--- src/hw/rtl/spss_pkg.sv ---
package spss_pkg;

  localparam int HDR_LEN  = 32;
  localparam int NAME_LEN = 9;
  localparam int SIG_LEN  = 68;
  localparam int HIST_LEN = SIG_LEN - 1;
  localparam int SEEN_W   = 7;

  // byte k (from the LSB) is the pattern byte expected k beats before the newest
  localparam logic [HDR_LEN*8-1:0]  HDR_PAT  = "Content-Disposition: attachment;";
  localparam logic [NAME_LEN*8-1:0] NAME_PAT = "eicar.com";
  localparam logic [SIG_LEN*8-1:0]  SIG_PAT  =
    "X5O!P%@AP[4\\PZX54(P^)7CC)7}$EICAR-STANDARD-ANTIVIRUS-TEST-FILE!$H+H*";

  // leading four bytes of command packets
  localparam logic [31:0] LEAD_EHLO = 32'h45484C4F;
  localparam logic [31:0] LEAD_MAIL = 32'h4D41494C;
  localparam logic [31:0] LEAD_RCPT = 32'h52435054;

  localparam logic [1:0] KIND_OTHER = 2'd0;
  localparam logic [1:0] KIND_EHLO  = 2'd1;
  localparam logic [1:0] KIND_MAIL  = 2'd2;
  localparam logic [1:0] KIND_RCPT  = 2'd3;

  localparam logic [1:0] STAGE_NONE = 2'd0;
  localparam logic [1:0] STAGE_HDR  = 2'd1;
  localparam logic [1:0] STAGE_NAME = 2'd2;
  localparam logic [1:0] STAGE_SIG  = 2'd3;

  localparam logic [2:0] REG_SCAN_ENABLE = 3'd0;

  typedef struct packed {
    logic [7:0] data_byte;
    logic       first_byte;
    logic       last_byte;
  } in_beat_t;

  typedef struct packed {
    logic [1:0] command_kind;
    logic [1:0] stage_reached;
    logic       virus_found;
  } out_beat_t;

  typedef struct packed {
    logic hdr;
    logic name;
    logic sig;
  } hits_t;

  function automatic logic [7:0] fold_case(input logic [7:0] c);
    if (c >= "A" && c <= "Z") begin
      return c + 8'h20;
    end
    return c;
  endfunction

endpackage

--- src/hw/rtl/spss_stream_if.sv ---
interface spss_stream_if #(
  parameter type payload_t = logic
);
  logic     valid;
  logic     ready;
  payload_t payload;

  modport source (output valid, output payload, input ready);
  modport sink   (input valid, input payload, output ready);
endinterface

--- src/hw/rtl/spss_match.sv ---
module spss_match
  import spss_pkg::*;
(
  input  logic [SIG_LEN*8-1:0] window,   // byte 0 newest
  output hits_t                hits
);

  logic [NAME_LEN*8-1:0] name_fold;

  always_comb begin
    for (int k = 0; k < NAME_LEN; k++) begin
      name_fold[8*k +: 8] = fold_case(window[8*k +: 8]);
    end
  end

  // pattern is already lower case
  assign hits.hdr  = (window[HDR_LEN*8-1:0] == HDR_PAT);
  assign hits.name = (name_fold == NAME_PAT);
  assign hits.sig  = (window == SIG_PAT);

endmodule

--- src/hw/rtl/staged_payload_signature_scan_core.sv ---
// Channel | Dir | Beat fields                                 | Handshake
// in_bus  | in  | data_byte[7:0], first_byte, last_byte       | valid/ready
// out_bus | out | command_kind[1:0], stage_reached[1:0], virus_found | valid/ready
// APB cfg | in  | paddr[2:0], pwdata[31:0] (scan_enable @ 0)  | psel/penable, pready=1
//
// One byte per cycle sustained: input register -> window compare -> result register.
// A last byte's result is loaded into the result register when that byte leaves the input register.
// A byte without last mark never waits on out_bus; a last byte holds the input
// register only while a previous result is still unread.
// Reset (rst_n, sync, low) clears scan_enable, both valid flags and the packet state but the byte history.
module staged_payload_signature_scan_core
  import spss_pkg::*;
(
  input  logic               clk,
  input  logic               rst_n,
  spss_stream_if.sink        in_bus,
  spss_stream_if.source      out_bus,
  input  logic               psel,
  input  logic               penable,
  input  logic               pwrite,
  input  logic [2:0]         paddr,
  input  logic [31:0]        pwdata,
  output logic [31:0]        prdata,
  output logic               pready
);

  // ---------------- configuration ----------------
  logic scan_enable_r;
  logic cfg_wr;

  assign pready = 1'b1;
  assign cfg_wr = psel && penable && pwrite && pready && ({paddr[2], 2'b00} == REG_SCAN_ENABLE);
  assign prdata = ({paddr[2], 2'b00} == REG_SCAN_ENABLE) ? {31'd0, scan_enable_r} : 32'd0;

  always_ff @(posedge clk) begin
    if (!rst_n) begin
      scan_enable_r <= 1'b0;
    end else if (cfg_wr) begin
      scan_enable_r <= pwdata[0];
    end
  end

  // ---------------- input register ----------------
  logic     s1_valid_r;
  in_beat_t s1_beat_r;
  logic     out_free;
  logic     s1_fire;
  logic     in_take;

  assign out_free     = !out_bus.valid || out_bus.ready;
  // only a reporting beat needs the result slot
  assign s1_fire      = s1_valid_r && (!s1_beat_r.last_byte || out_free);
  assign in_bus.ready = !s1_valid_r || s1_fire;
  assign in_take      = in_bus.valid && in_bus.ready;

  always_ff @(posedge clk) begin
    if (!rst_n) begin
      s1_valid_r <= 1'b0;
    end else if (in_bus.ready) begin
      s1_valid_r <= in_bus.valid;
    end
  end

  always_ff @(posedge clk) begin
    if (in_take) begin
      s1_beat_r <= in_bus.payload;
    end
  end

  // ---------------- packet state ----------------
  logic [HIST_LEN*8-1:0] hist_r;      // byte 0 = previous beat; masked by seen count
  logic [1:0]            stage_r;
  logic [SEEN_W-1:0]     seen_r;
  logic [31:0]           lead_r;
  logic                  stopped_r;

  logic [HIST_LEN*8-1:0] hist_nxt;
  logic [1:0]            stage_nxt;
  logic [SEEN_W-1:0]     seen_nxt;
  logic [31:0]           lead_nxt;
  logic                  stopped_nxt;

  // first mark restarts the packet before this byte is used
  logic [1:0]        eff_stage;
  logic [SEEN_W-1:0] eff_seen;
  logic [31:0]       eff_lead;
  logic              eff_stopped;
  logic [7:0]        cur;

  logic [1:0]        stage_upd;
  logic [SEEN_W-1:0] seen_upd;
  logic [31:0]       lead_upd;
  logic              stopped_upd;

  hits_t     hits;
  out_beat_t res;

  assign cur         = s1_beat_r.data_byte;
  assign eff_stage   = s1_beat_r.first_byte ? STAGE_NONE : stage_r;
  assign eff_seen    = s1_beat_r.first_byte ? '0 : seen_r;
  assign eff_lead    = s1_beat_r.first_byte ? 32'd0 : lead_r;
  assign eff_stopped = s1_beat_r.first_byte ? 1'b0 : stopped_r;

  spss_match u_match (
    .window ({hist_r, cur}),
    .hits   (hits)
  );

  always_comb begin
    stage_upd   = eff_stage;
    stopped_upd = eff_stopped;
    lead_upd    = (eff_seen < SEEN_W'(4)) ? {eff_lead[23:0], cur} : eff_lead;
    seen_upd    = (eff_seen < SEEN_W'(SIG_LEN)) ? eff_seen + SEEN_W'(1) : eff_seen;

    if (!eff_stopped) begin
      if (cur == 8'd0) begin
        stopped_upd = 1'b1;
      end else begin
        case (eff_stage)
          STAGE_NONE: begin
            if (hits.hdr && eff_seen >= SEEN_W'(HDR_LEN - 1)) stage_upd = STAGE_HDR;
          end
          STAGE_HDR: begin
            if (hits.name && eff_seen >= SEEN_W'(NAME_LEN - 1)) stage_upd = STAGE_NAME;
          end
          STAGE_NAME: begin
            if (hits.sig && eff_seen >= SEEN_W'(SIG_LEN - 1)) begin
              stage_upd   = STAGE_SIG;
              stopped_upd = 1'b1;
            end
          end
          default: begin
            stage_upd = eff_stage;
          end
        endcase
      end
    end

    // report
    res.command_kind  = KIND_OTHER;
    res.stage_reached = STAGE_NONE;
    if (scan_enable_r) begin
      if (seen_upd >= SEEN_W'(4)) begin
        if (lead_upd == LEAD_EHLO)      res.command_kind = KIND_EHLO;
        else if (lead_upd == LEAD_MAIL) res.command_kind = KIND_MAIL;
        else if (lead_upd == LEAD_RCPT) res.command_kind = KIND_RCPT;
      end
      if (res.command_kind == KIND_OTHER) res.stage_reached = stage_upd;
    end
    res.virus_found = (res.stage_reached == STAGE_SIG);

    // last byte closes the packet
    hist_nxt = {hist_r[(HIST_LEN-1)*8-1:0], cur};
    if (s1_beat_r.last_byte) begin
      stage_nxt   = STAGE_NONE;
      seen_nxt    = '0;
      lead_nxt    = 32'd0;
      stopped_nxt = 1'b0;
    end else begin
      stage_nxt   = stage_upd;
      seen_nxt    = seen_upd;
      lead_nxt    = lead_upd;
      stopped_nxt = stopped_upd;
    end
  end

  always_ff @(posedge clk) begin
    if (!rst_n) begin
      stage_r   <= STAGE_NONE;
      seen_r    <= '0;
      lead_r    <= 32'd0;
      stopped_r <= 1'b0;
    end else if (s1_fire) begin
      stage_r   <= stage_nxt;
      seen_r    <= seen_nxt;
      lead_r    <= lead_nxt;
      stopped_r <= stopped_nxt;
    end
  end

  always_ff @(posedge clk) begin
    if (s1_fire) begin
      hist_r <= hist_nxt;
    end
  end

  // ---------------- result register ----------------
  logic      out_valid_r;
  logic      out_valid_nxt;
  out_beat_t out_beat_r;
  logic      res_load;

  assign res_load = s1_fire && s1_beat_r.last_byte;

  always_comb begin
    out_valid_nxt = out_valid_r;
    if (res_load) begin
      out_valid_nxt = 1'b1;
    end else if (out_bus.ready) begin
      out_valid_nxt = 1'b0;
    end
  end

  always_ff @(posedge clk) begin
    if (!rst_n) begin
      out_valid_r <= 1'b0;
    end else begin
      out_valid_r <= out_valid_nxt;
    end
  end

  always_ff @(posedge clk) begin
    if (res_load) begin
      out_beat_r <= res;
    end
  end

  assign out_bus.valid   = out_valid_r;
  assign out_bus.payload = out_beat_r;

endmodule

--- src/flat_wrapper.sv ---
// flat-port wrapper written by rule: the top's interface ports become plain ports
module staged_payload_signature_scan_core_flat import spss_pkg::*;
  (clk, rst_n, psel, penable, pwrite, paddr, pwdata, prdata, pready, in_bus_valid, in_bus_payload, in_bus_ready, out_bus_valid, out_bus_payload, out_bus_ready);
  spss_stream_if #(.payload_t(in_beat_t)) in_bus_i ();
  spss_stream_if #(.payload_t(out_beat_t)) out_bus_i ();
  input  logic clk;
  input  logic rst_n;
  input  logic psel;
  input  logic penable;
  input  logic pwrite;
  input  logic [2:0] paddr;
  input  logic [31:0] pwdata;
  output logic [31:0] prdata;
  output logic pready;
  input wire logic [$bits(in_bus_i.valid)-1:0] in_bus_valid;
  input wire logic [$bits(in_bus_i.payload)-1:0] in_bus_payload;
  output wire logic [$bits(in_bus_i.ready)-1:0] in_bus_ready;
  output wire logic [$bits(out_bus_i.valid)-1:0] out_bus_valid;
  output wire logic [$bits(out_bus_i.payload)-1:0] out_bus_payload;
  input wire logic [$bits(out_bus_i.ready)-1:0] out_bus_ready;
  assign in_bus_i.valid = in_bus_valid;
  assign in_bus_i.payload = in_bus_payload;
  assign in_bus_ready = in_bus_i.ready;
  assign out_bus_valid = out_bus_i.valid;
  assign out_bus_payload = out_bus_i.payload;
  assign out_bus_i.ready = out_bus_ready;
  staged_payload_signature_scan_core u_core (.clk(clk), .rst_n(rst_n), .in_bus(in_bus_i), .out_bus(out_bus_i), .psel(psel), .penable(penable), .pwrite(pwrite), .paddr(paddr), .pwdata(pwdata), .prdata(prdata), .pready(pready));
endmodule
--- config.mk ---
export PLATFORM = sky130hd
export DESIGN_NAME = staged_payload_signature_scan_core_flat
export DESIGN_NICKNAME = d
export VERILOG_FILES = /design/src/hw/rtl/spss_pkg.sv /design/src/hw/rtl/spss_stream_if.sv /design/src/hw/rtl/spss_match.sv /design/src/hw/rtl/staged_payload_signature_scan_core.sv /design/src/flat_wrapper.sv
export SDC_FILE = /design/constraint.sdc
export NUM_CORES = 1
export LEC_CHECK = 0
export ABC_AREA = 1
export BUFFER_PORTS_ARGS = -buffer_cell sky130_fd_sc_hd__clkbuf_2
export CORE_MARGIN = 2
export CORE_UTILIZATION = 60
export CTS_CLUSTER_DIAMETER = 80
export CTS_CLUSTER_SIZE = 28
export DETAILED_ROUTE_END_ITERATION = 7
export GPL_TIMING_DRIVEN = 0
export PLACE_DENSITY = 0.78
export SYNTH_ARGS = -nofsm -noshare
export SYNTH_HDL_FRONTEND = slang
export SYNTH_HIERARCHICAL = 1
export SYNTH_SLANG_ARGS = --single-unit
--- constraint.sdc ---
create_clock -name clk -period 35.7 [get_ports clk]
set_clock_uncertainty 0.2 [all_clocks]
set_input_delay 0 -clock clk [delete_from_list [all_inputs] [get_ports clk]]
set_output_delay 0 -clock clk [all_outputs]
set_load 0.05 [all_outputs]
## Word level (Yosys, flattened, before mapping)

Cells that the tools add are included.
Widths: inputs -> output; s select.

| word-level totals | value |
|---|---|
| flip-flop bits (word level) | 596 |
| memories kept | 0 |
| bits in read-only memories | 0 |
| RAM bits | 0 |
| word-level logic and storage cells | 143 |
| bits in latches | 0 |

| cells by class | value |
|---|---|
| bitwise logic cells | 1 |
| muxes and demuxes | 57 |
| reductions and logical operators | 28 |
| divide/modulo/power cells | 0 |
| shifts and indexed selects | 0 |
| order comparisons | 24 |
| add/subtract/negate cells | 10 |
| equality and inequality tests | 9 |
| $mul | 0 |

Operators by type and width:

| cell | count |
|---|---|
| $eq 544x543->1 const B | 1 |
| $eq 256x255->1 const B | 1 |
| $mux 8 | 18 |
| $eq 32x31->1 const B | 3 |
| $mux 32 | 3 |
| $add 8x6->8 const B | 9 |
| $eq 72x71->1 const B | 1 |
| $ge 8x7->1 const B | 9 |
| $le 8x7->1 const B | 9 |
| $mux 2 | 14 |
| $mux 7 | 3 |
| $logic_and 1x1->1 | 18 |
| $mux 1 | 18 |
| $logic_not 8->1 | 1 |
| $add 7x1->7 const B | 1 |
| $ge 7x3->1 const B | 1 |
| $ge 7x4->1 const B | 1 |
| $ge 7x5->1 const B | 1 |
| $ge 7x7->1 const B | 1 |
| $lt 7x3->1 const B | 1 |
| $lt 7x7->1 const B | 1 |
| $pmux 2 s3 | 1 |
| $eq 2x2->1 const B | 2 |
| $logic_not 2->1 | 2 |
| other kinds (5) | 9 |

## Longest topological paths before layout

| depth | value |
|---|---|
| depth in word-level cells | 13 |
| mapped depth | 19 |

## Cells and area by module

Netlist, hierarchy kept.

Modules (own cells, without submodules):

| module | area each (um^2) | seq. area each (um^2) | instances | cells each |
|---|---|---|---|---|
| staged_payload_signature_scan_core | 19,842.8 | 17,446.7 | 1 | 1,115 |
| spss_match | 3,413.3 | 0.0 | 1 | 801 |

## Worst setup path after synthesis

OpenSTA, ideal clock, no wires.

| timing path | value |
|---|---|
| path type | flip-flop to flip-flop |
| start | reg u_core.out_valid_r (netlist: u_core/out_bus.valid) |
| end | reg u_core.seen_r[0] |
| arrival time | 12.906 ns |
| stages on the path, launching flop included | 7 |
| period minus slack after synthesis | 13.238 ns |
| library setup time | 0.132 ns |
| data required time | 35.368 ns |
| slack | 22.462 ns |
| path buffers | 0 |
| path through | dfxtp_1 > nand3_1 > nand2_1 > inv_1 > o21ai_0 > nand2_1 > a21oi_1 |

| on the way | value |
|---|---|
| cells in the longest elaborated chain, start to end | 4 |

RTL lines:

| what | RTL line | source |
|---|---|---|
| from (decl) | staged_payload_signature_scan_core.sv:188 | `logic out_valid_r;` |
| from (signal assigned) | staged_payload_signature_scan_core.sv:208 | `out_valid_r <= out_valid_nxt;` |
| $logic_not 1->1 | staged_payload_signature_scan_core.sv:50 | `assign out_free = !out_bus.valid \|\| out_bus.ready;` |
| $logic_or 1x1->1 | staged_payload_signature_scan_core.sv:50 |  |
| $logic_or 1x1->1 | staged_payload_signature_scan_core.sv:52 | `assign s1_fire = s1_valid_r && (!s1_beat_r.last_byte \|\| out_free);` |
| $logic_and 1x1->1 | staged_payload_signature_scan_core.sv:52 |  |
| named net u_core.s1_fire | staged_payload_signature_scan_core.sv:47 | `logic s1_fire;` |
| to (signal assigned) | staged_payload_signature_scan_core.sv:175 | `seen_r <= seen_nxt;` |
| to (decl) | staged_payload_signature_scan_core.sv:73 | `logic [SEEN_W-1:0] seen_r;` |

The timed path passes the listed nets, and every way through them passes these cells.
A chain may end at the register's enable or synchronous reset.

## Final worst setup path

| timing path | value |
|---|---|
| start | reg u_core/s1_beat_r[0] (netlist bit) |
| end | reg u_core.hist_r[479], enable pin |

| on the way | value |
|---|---|
| cells in the longest elaborated chain, start to end | 3 |

RTL lines:

| what | RTL line | source |
|---|---|---|
| from (decl) | staged_payload_signature_scan_core.sv:45 | `in_beat_t s1_beat_r;` |
| from (signal assigned) | staged_payload_signature_scan_core.sv:66 | `s1_beat_r <= in_bus.payload;` |
| $logic_not 1->1 | staged_payload_signature_scan_core.sv:52 |  |
| $logic_or 1x1->1 | staged_payload_signature_scan_core.sv:52 |  |
| $logic_and 1x1->1 | staged_payload_signature_scan_core.sv:52 |  |
| named net u_core.s1_fire | staged_payload_signature_scan_core.sv:47 |  |
| to (signal assigned) | staged_payload_signature_scan_core.sv:183 | `hist_r <= hist_nxt;` |
| to (decl) | staged_payload_signature_scan_core.sv:71 | `logic [HIST_LEN*8-1:0] hist_r;` |

The timed path passes the listed nets, and every way through them passes these cells.

==> reports/qor.yml <==
grt_setup_unrepaired: "false"
yosysMostFrequentCell: "edfxtp_1"
area_delta_synth_final_pct: 9.09
drive_above_1_share_pct: 7.13
synth_area_um2: 23300
grt_antenna_before_repair: 0
synth_ff_type: "edfxtp_1"
synth-seq-area-share_pct: 75.0
num_vias: 13600
holdCritStartpoint: "paddr[2]"
cts-buffers-inserted: 27
finalCriticalPeriod_ns: 3.32
worst_ep_required_time_ns: 35.72
synth.distinct_cells: 43
dieArea_um2: 40400
critPathMaxStageDelay_ns: 0.61
die_y_um: 201
clk-insertion-delay-late_ns: 0.60
critPathCaptureType: "flip-flop"
ys_seq_elements: 596
hold_path_depth: 3
drt_iter0_drc: 1192
p_leak_nw: 8.94
min_to: "u_core/scan_enable_r"
start_util_pct: 60.5
dpl.hpwl_mm: 28.3
dr.pass1.iters: 6
viasPerCell: 5.31
crit_buf_inv: 3
finalSetupViolCount: 0
synth_cells: 1916
crit_chain: "nand3_1 -> nand2_1 -> inv_8 -> buf_16 -> buf_16"
wl_per_cell_um: 16.8
final_antenna_net_count: 0
grt_pass1_vias: 13600
path_delay_family: "buffers and inverters"
final_area_um2: 25400
maxSlewHeadroom_pct: 44.2
crit_arrival_ns: 3.34
wirelength_mm: 43.2
grt-ovfl-total: 0
antenna_cells: 0
root_buffer: "clkbuf_16"
port_buffers: 26
post-synth-top-area-cell: "edfxtp_1"
hold_path_class: "primary input to flip-flop"
fin_crit_sh_pct: 9.29
synth_top_area_share_pct: 71.1
slowest_stage: "inv_8"
placedInstanceArea_um2: 24200
peakVddDrop_mv: 0.0484
critPathMostFrequentCell: "buf_16"
nNetsFinal: 2096
p_per_area_nw_per_um2: 47.5
synth.top_cells.by_count: "edfxtp_1, nand2_1, nor2_1"
ys_warn_count: 6
whs_ns: 0.0450
worst_r2r_path_depth: 5
yosys-top-cells-area: "edfxtp_1, nand2_1, nor2_1"
gp_congestion: 0.912
slew_violations: 0
grt_pass1_wl_mm: 68.5
fmax_mhz: 302
std_cell_rows: 72
rrSetupSlack_ns: 32.38
core_um2: 38500
final_hold_viol_count: 0
crit_fanout: 144
grt_usage_pct: 21.4
timing.rr.start: "u_core/s1_beat_r[0]"
grt_max_degree: 145
outcome: "finished clean"
cts_resized: 0
synth_edf_count: 551
post_cts.repair.setup_buffers: 0
postSynth.asyncResetShare_pct: 0
fp.dieW_um: 201
cts_buffer_depth: 3
boundaryPins: 92
fin_setup_tns_ns: 0
worstSetupStartpointType: "flip-flop"
cts.hold.buffers_added: 30
htree_levels: 1
cts_tree: "built"
syn_area_per_cell_um2: 12.1
drc: 0
cts_sinks: 596
clkSlewWorstSetupHoldPaths_ns: 0.11
worstSetupPathType: "flip-flop to flip-flop"
r2r-end: "u_core/hist_r[479]"
worstMarginPinSlew_ns: 0.836
maxCapViolations: 0
-- worst max path at each step --
stage / startpoint / end / slack (ns) / cells past startpoint
5_1_grt: u_core/s1_beat_r[0] / u_core/hist_r[462] / 32.17 / 5
3_3_place_gp: u_core/s1_beat_r[0] / u_core/out_bus.payload[0] / 17.10 / 5
4_1_cts: u_core/s1_beat_r[0] / u_core/hist_r[479] / 32.42 / 5
3_5_place_dp: u_core/s1_beat_r[0] / u_core/hist_r[464] / 32.43 / 5
2_1_floorplan: u_core/out_bus.valid / u_core/seen_r[0] / 22.46 / 6
6_report: u_core/s1_beat_r[0] / u_core/hist_r[479] / 32.38 / 5
-- metrics by stage --
stage | instances | total power, W | setup WS [ns] | utilization (%)
after floorplan | 1946 | 0.000854 | 22.46 | -
after global placement | 2490 | 0.000872 | 17.10 | 62.8
after detailed placement | 2493 | 0.000856 | 32.43 | 63.0
after CTS | 2567 | 0.00121 | 32.42 | 66.0
after global routing | 2567 | 0.00124 | 32.17 | 66.0
final | 2567 | 0.00121 | 32.38 | 66.0
-- cell type report --
| type | count | area (um^2) |
|---|---|---|
| inverter | 233 | 882 |
| fill | 2795 | 13100 |
| clock buffer | 33 | 698 |
| timing repair buffer | 59 | 513 |
| tap | 518 | 648 |
| buffer | 60 | 397 |
| multi-input combinational | 1057 | 4650 |
| sequential | 596 | 17400 |
| clock inverter | 11 | 134 |
-- layout by cell type, fill, tap and decap left out, drive strengths merged --
cell,n
nor3,34
ha,10
a21oi,44
nand3b,10
o311a,1
nand3,57
nand4,56
a21boi,2
a22o,1
clkinvlp,3
o21bai,1
nor3b,14
bufinv,1
a31oi,1
nor4,5
buf,51
or2,4
clkbuf,71
o211ai,2
clkinv,5
a2bb2oi,1
dfxtp,45
dlygate4sd3,30
o22ai,1
o21ai,17
nand2,421
and3,2
nor2,335
inv,235
and3b,1
xor2,3
edfxtp,551
conb,32
o31ai,2
-- per-layer routing --
metal	GRT usage [%]	vias to the layer above	wire (um)
met3	2.61	86	2310
met4	7.20	0	1300
met2	36.2	441	21100
li1	-	6612	-
met5	0	-	0
met1	29.1	6504	18500
-- where the power goes --
group	switching [W]	internal (W)	total, W
Clock	0.000210	0.000152	0.000362
Combinational	0.0000341	0.0000125	0.0000466
Sequential	0.0000141	0.000783	0.000797
-- tightest hold or removal path, delay by kind of cell --
family                 cells  cell delay [ns]
AO/OA/AOI/OAI              1             0.17
buffers and inverters      2             0.66
-- logic make-up (layout without fill, tap and decap cells) --
group | Yosys count | in the layout | share of synthesized area, %
AO/OA/AOI/OAI | 73 | 73 | 1.78
buffers and inverters | 293 | 396 | 5.47
adder cells (fa/ha/maj) | 10 | 10 | 0.538
XOR/XNOR | 3 | 3 | 0.113
other | 2 | 32 | 0.0323
flip-flops | 596 | 596 | 75.0
AND/OR/NAND/NOR | 939 | 939 | 17.1
-- flip-flops by register name, summed over array words and instances (netlist names) --
| name | count |
|---|---|
| u_core/seen_r | 7 |
| u_core/hist_r | 536 |
| u_core/s1_valid_r | 1 |
| u_core/out_bus.valid | 1 |
| u_core/stage_r | 2 |
| u_core/s1_beat_r | 2 |
| u_core/scan_enable_r | 1 |
| u_core/lead_r | 32 |
| u_core/out_bus.payload | 5 |
| u_core/cur | 8 |
| u_core/stopped_r | 1 |
Power figures use the tool's default switching activity.
